--- src/rtl/core/hbp_ram.sv ---
// ----------------------------------------------------------------------------
// hbp_ram: generic simple dual-port RAM
// One write port, one read port with registered read data.
// ----------------------------------------------------------------------------
module hbp_ram #(
  parameter int WIDTH = 8,
  parameter int DEPTH = 256
) (
  input  logic                     clk,
  input  logic                     we,
  input  logic [$clog2(DEPTH)-1:0] waddr,
  input  logic [WIDTH-1:0]         wdata,
  input  logic                     re,
  input  logic [$clog2(DEPTH)-1:0] raddr,
  output logic [WIDTH-1:0]         rdata
);

  logic [WIDTH-1:0] mem_r [DEPTH];
  logic [WIDTH-1:0] rdata_r;

  always_ff @(posedge clk) begin
    if (we) mem_r[waddr] <= wdata;
    if (re) rdata_r <= mem_r[raddr];
  end

  assign rdata = rdata_r;

endmodule

--- config.mk ---
export PLATFORM = sky130hd
export DESIGN_NAME = hbp_ram
export DESIGN_NICKNAME = d
export VERILOG_FILES = /design/src/rtl/core/hbp_ram.sv
export SDC_FILE = /design/constraint.sdc
export NUM_CORES = 2
export LEC_CHECK = 0
export ABC_AREA = 1
export BUFFER_PORTS_ARGS = -buffer_cell sky130_fd_sc_hd__buf_2
export CORE_ASPECT_RATIO = 1.5
export CORE_MARGIN = 2
export CORE_UTILIZATION = 30
export DETAILED_ROUTE_END_ITERATION = 10
export MAX_ROUTING_LAYER = met4
export PLACE_DENSITY = 0.56
export SYNTH_ARGS = -nofsm -noshare
export SYNTH_HDL_FRONTEND = slang
export SYNTH_SLANG_ARGS = --single-unit
--- constraint.sdc ---
create_clock -name clk -period 5.1 [get_ports clk]
set_input_delay 1.02 -clock clk [delete_from_list [all_inputs] [get_ports clk]]
set_output_delay 1.02 -clock clk [all_outputs]
set_load 0.05 [all_outputs]
==> metrics.txt <==
residual antenna-violating net count after detailed routing=0; maximum buffer depth of the clock tree=4; cell count after synthesis=7003; sinks on the clock net=2056; Post-layout nets=6910; most numerous cell types in the synthesized netlist=2123 x nand2_1, 2056 x edfxtp_1, 2019 x nand3_1, 283 x nor2_1, 268 x buf_2; number of enable flip-flop cells after synthesis=2056; Worst-path clk slew=70 ps; aggregate global-route resource usage=0.174; final total negative setup slack=0 ps; largest net degree at the start of global routing=162; total routed wirelength=247000 µm; Worst Tran Pin Value=1200 ps; endpoints failing setup=0; number of ports placed on the die boundary=35; overall die width=435 µm; Mapped Area=83500 µm²; Slew HR=0.196; Max Cap Violations=0; worst vdd rail ir drop=0.242 mV; number of nets produced by synthesis=7030; average cell area after synthesis=11.9 µm²; count of unresolved DRC violations after routing=0; share of Yosys cell area claimed by the top area cell type=0.740; instance area after placement=87500 µm²; R2R Setup Slk=2780 ps; quantity of gates resized following cts=0; final count of pins violating max slew=0; result of the run=finished, final reports clean; final hold violation count=0; Synth Register Bits=2056; leading register cell type out of synthesis=edfxtp_1; category of the worst setup path launch point=primary input; most common cell in the netlist=nand2_1; final clock skew=50.0 ps; First DRT Iteration DRCs=5382; final period utilization=0.673; type of the tightest min-delay check=in2reg; number of antenna violations at the first check in global routing=10; total via count after detailed routing=53700; buffer type at the clock tree root=clkbuf_16; vertical die dimension=650 µm; total clock buffers created by CTS=188; arrival time at the worst endpoint=4150 ps; library cell with the largest summed area after synthesis=edfxtp_1; share of the yosys chip area belonging to registers=0.740; Cell variety after synth=13; drt pass-1 iters=6; power density over cell area=371 nW/µm²; initial cell density of the core=0.301; Core Footprint=277000 µm²; detailed-route wire length per cell=23.0 µm; global-route wire length before repair=360000 µm; maximum fanout along the worst path=151; placer's final routability congestion estimate=0.889; Via density=5.01; insertion delay of the later-clocked pin in the worst-skew pair=850 ps; number of core rows=237; H-tree lvl count=4; f_max=291 MHz; top post-synthesis cells by area=edfxtp_1 74%, nand3_1 12%, nand2_1 9.5%; number of buffers added to fix hold violations after cts=0; data required time of the critical path=5810 ps; category of the critical setup timing path=in2reg; async set-or-reset flop fraction in the synthesized netlist=0; CTS tree=built; Lkg Pwr=31.4 nW; GRT Residual Overflow=0; final std cell area, no fill=93300 µm²; die area=283000 µm²; Post CTS Setup Buffer Count=0; fraction of layout cells with a size suffix above 1=0.0605; Area Growth Syn to Fin=11.8%; count of input and output buffers=34; category of the worst setup path capture point=flop; final-layout fill cell count=27100; half-perimeter wire length after placement=147000 µm; number of global-route vias before repair=52400; setup repair after global routing missed its margin=false; shortest period the worst path allows=3430 ps; total number of yosys warnings=0
power breakdown:
part           total, mW  leakage [nW]  switching (mW)  internal (mW)
logic               2.21          10.1            1.71          0.503
registers           18.6          18.5          0.0126           18.6
clock network       13.8          2.85            6.20           7.62
total               34.7          31.4            7.92           26.7
path summary, 6_finish.rpt:
| check | from | to | depth (start not counted) |
|---|---|---|---|
| max reg2reg | mem_r[225][5] | rdata[5] | 10 |
| min | re | rdata[7] | 1 |
| max | raddr[0] | rdata[5] | 13 |
| min reg2reg | mem_r[118][5] | rdata[5] | 10 |
area by class of cell:
cell class,instances,area [µm²],share of cell area
clock inverters,107,930,0.00996
well taps,3704,4630,0.0497
flip-flops and latches,2056,61700,0.662
multi-input cells,4425,19100,0.205
clock buffers,222,4870,0.0522
inverters,39,180,0.00193
repair buffers,173,1810,0.0194
diodes,7,17.5,0.000188
placed cells by master (no fill, tap or decap), drive strengths merged:
cell type,count
clkinv,85
diode,7
bufinv,16
edfxtp,2056
nand2,2123
nor2,283
clkinvlp,2
buf,173
inv,43
clkbuf,222
nand3,2019
logic make-up after synthesis:
| kind of cell | Yosys count | synth area share |
|---|---|---|
| buffers and inverters | 522 | 0.0312 |
| flip-flops | 2056 | 0.740 |
| AND/OR/NAND/NOR | 4425 | 0.229 |
through the flow:
| step | hold WS, ps | power, mW | utilization | cells | setup WS (ps) |
|---|---|---|---|---|---|
| final | 631 | 34.7 | 0.337 | 10700 | 1670 |
| after global placement | 1140 | 21.2 | 0.316 | 10400 | 904 |
| after global routing | 603 | 35.6 | 0.337 | 10700 | 1590 |
| after floorplan | 911 | 20.2 | - | 7003 | 2590 |
| after detailed placement | 1110 | 21.2 | 0.316 | 10400 | 896 |
| after CTS | 560 | 34.9 | 0.337 | 10700 | 1800 |
critical path: stages:
cell and delay (ps):
buf_8 200, inv_16 480, buf_4 370, nand2_1 80, nand3_1 80, nand3_1 140
nand3_1 130, nand3_1 300, nand3_1 260, nand3_1 320, nand2_1 260, nand2_1 140
nand2_1 110
flip-flops by register name, summed over array words and instances (netlist names):
| signal | count |
|---|---|
| mem_r | 2048 |
| rdata | 8 |
per-layer routing:
metal | track usage | wire length [µm] | share of wire | vias to the layer above
li1 | - | - | - | 24600
met1 | 0.200 | 92400 | 0.37 | 26800
met2 | 0.299 | 126000 | 0.51 | 1902
met3 | 0.0199 | 13900 | 0.056 | 508
met4 | 0.0913 | 14600 | 0.059 | 0
met5 | - | 0 | 0 | -
(Power assumes the default switching activity.)
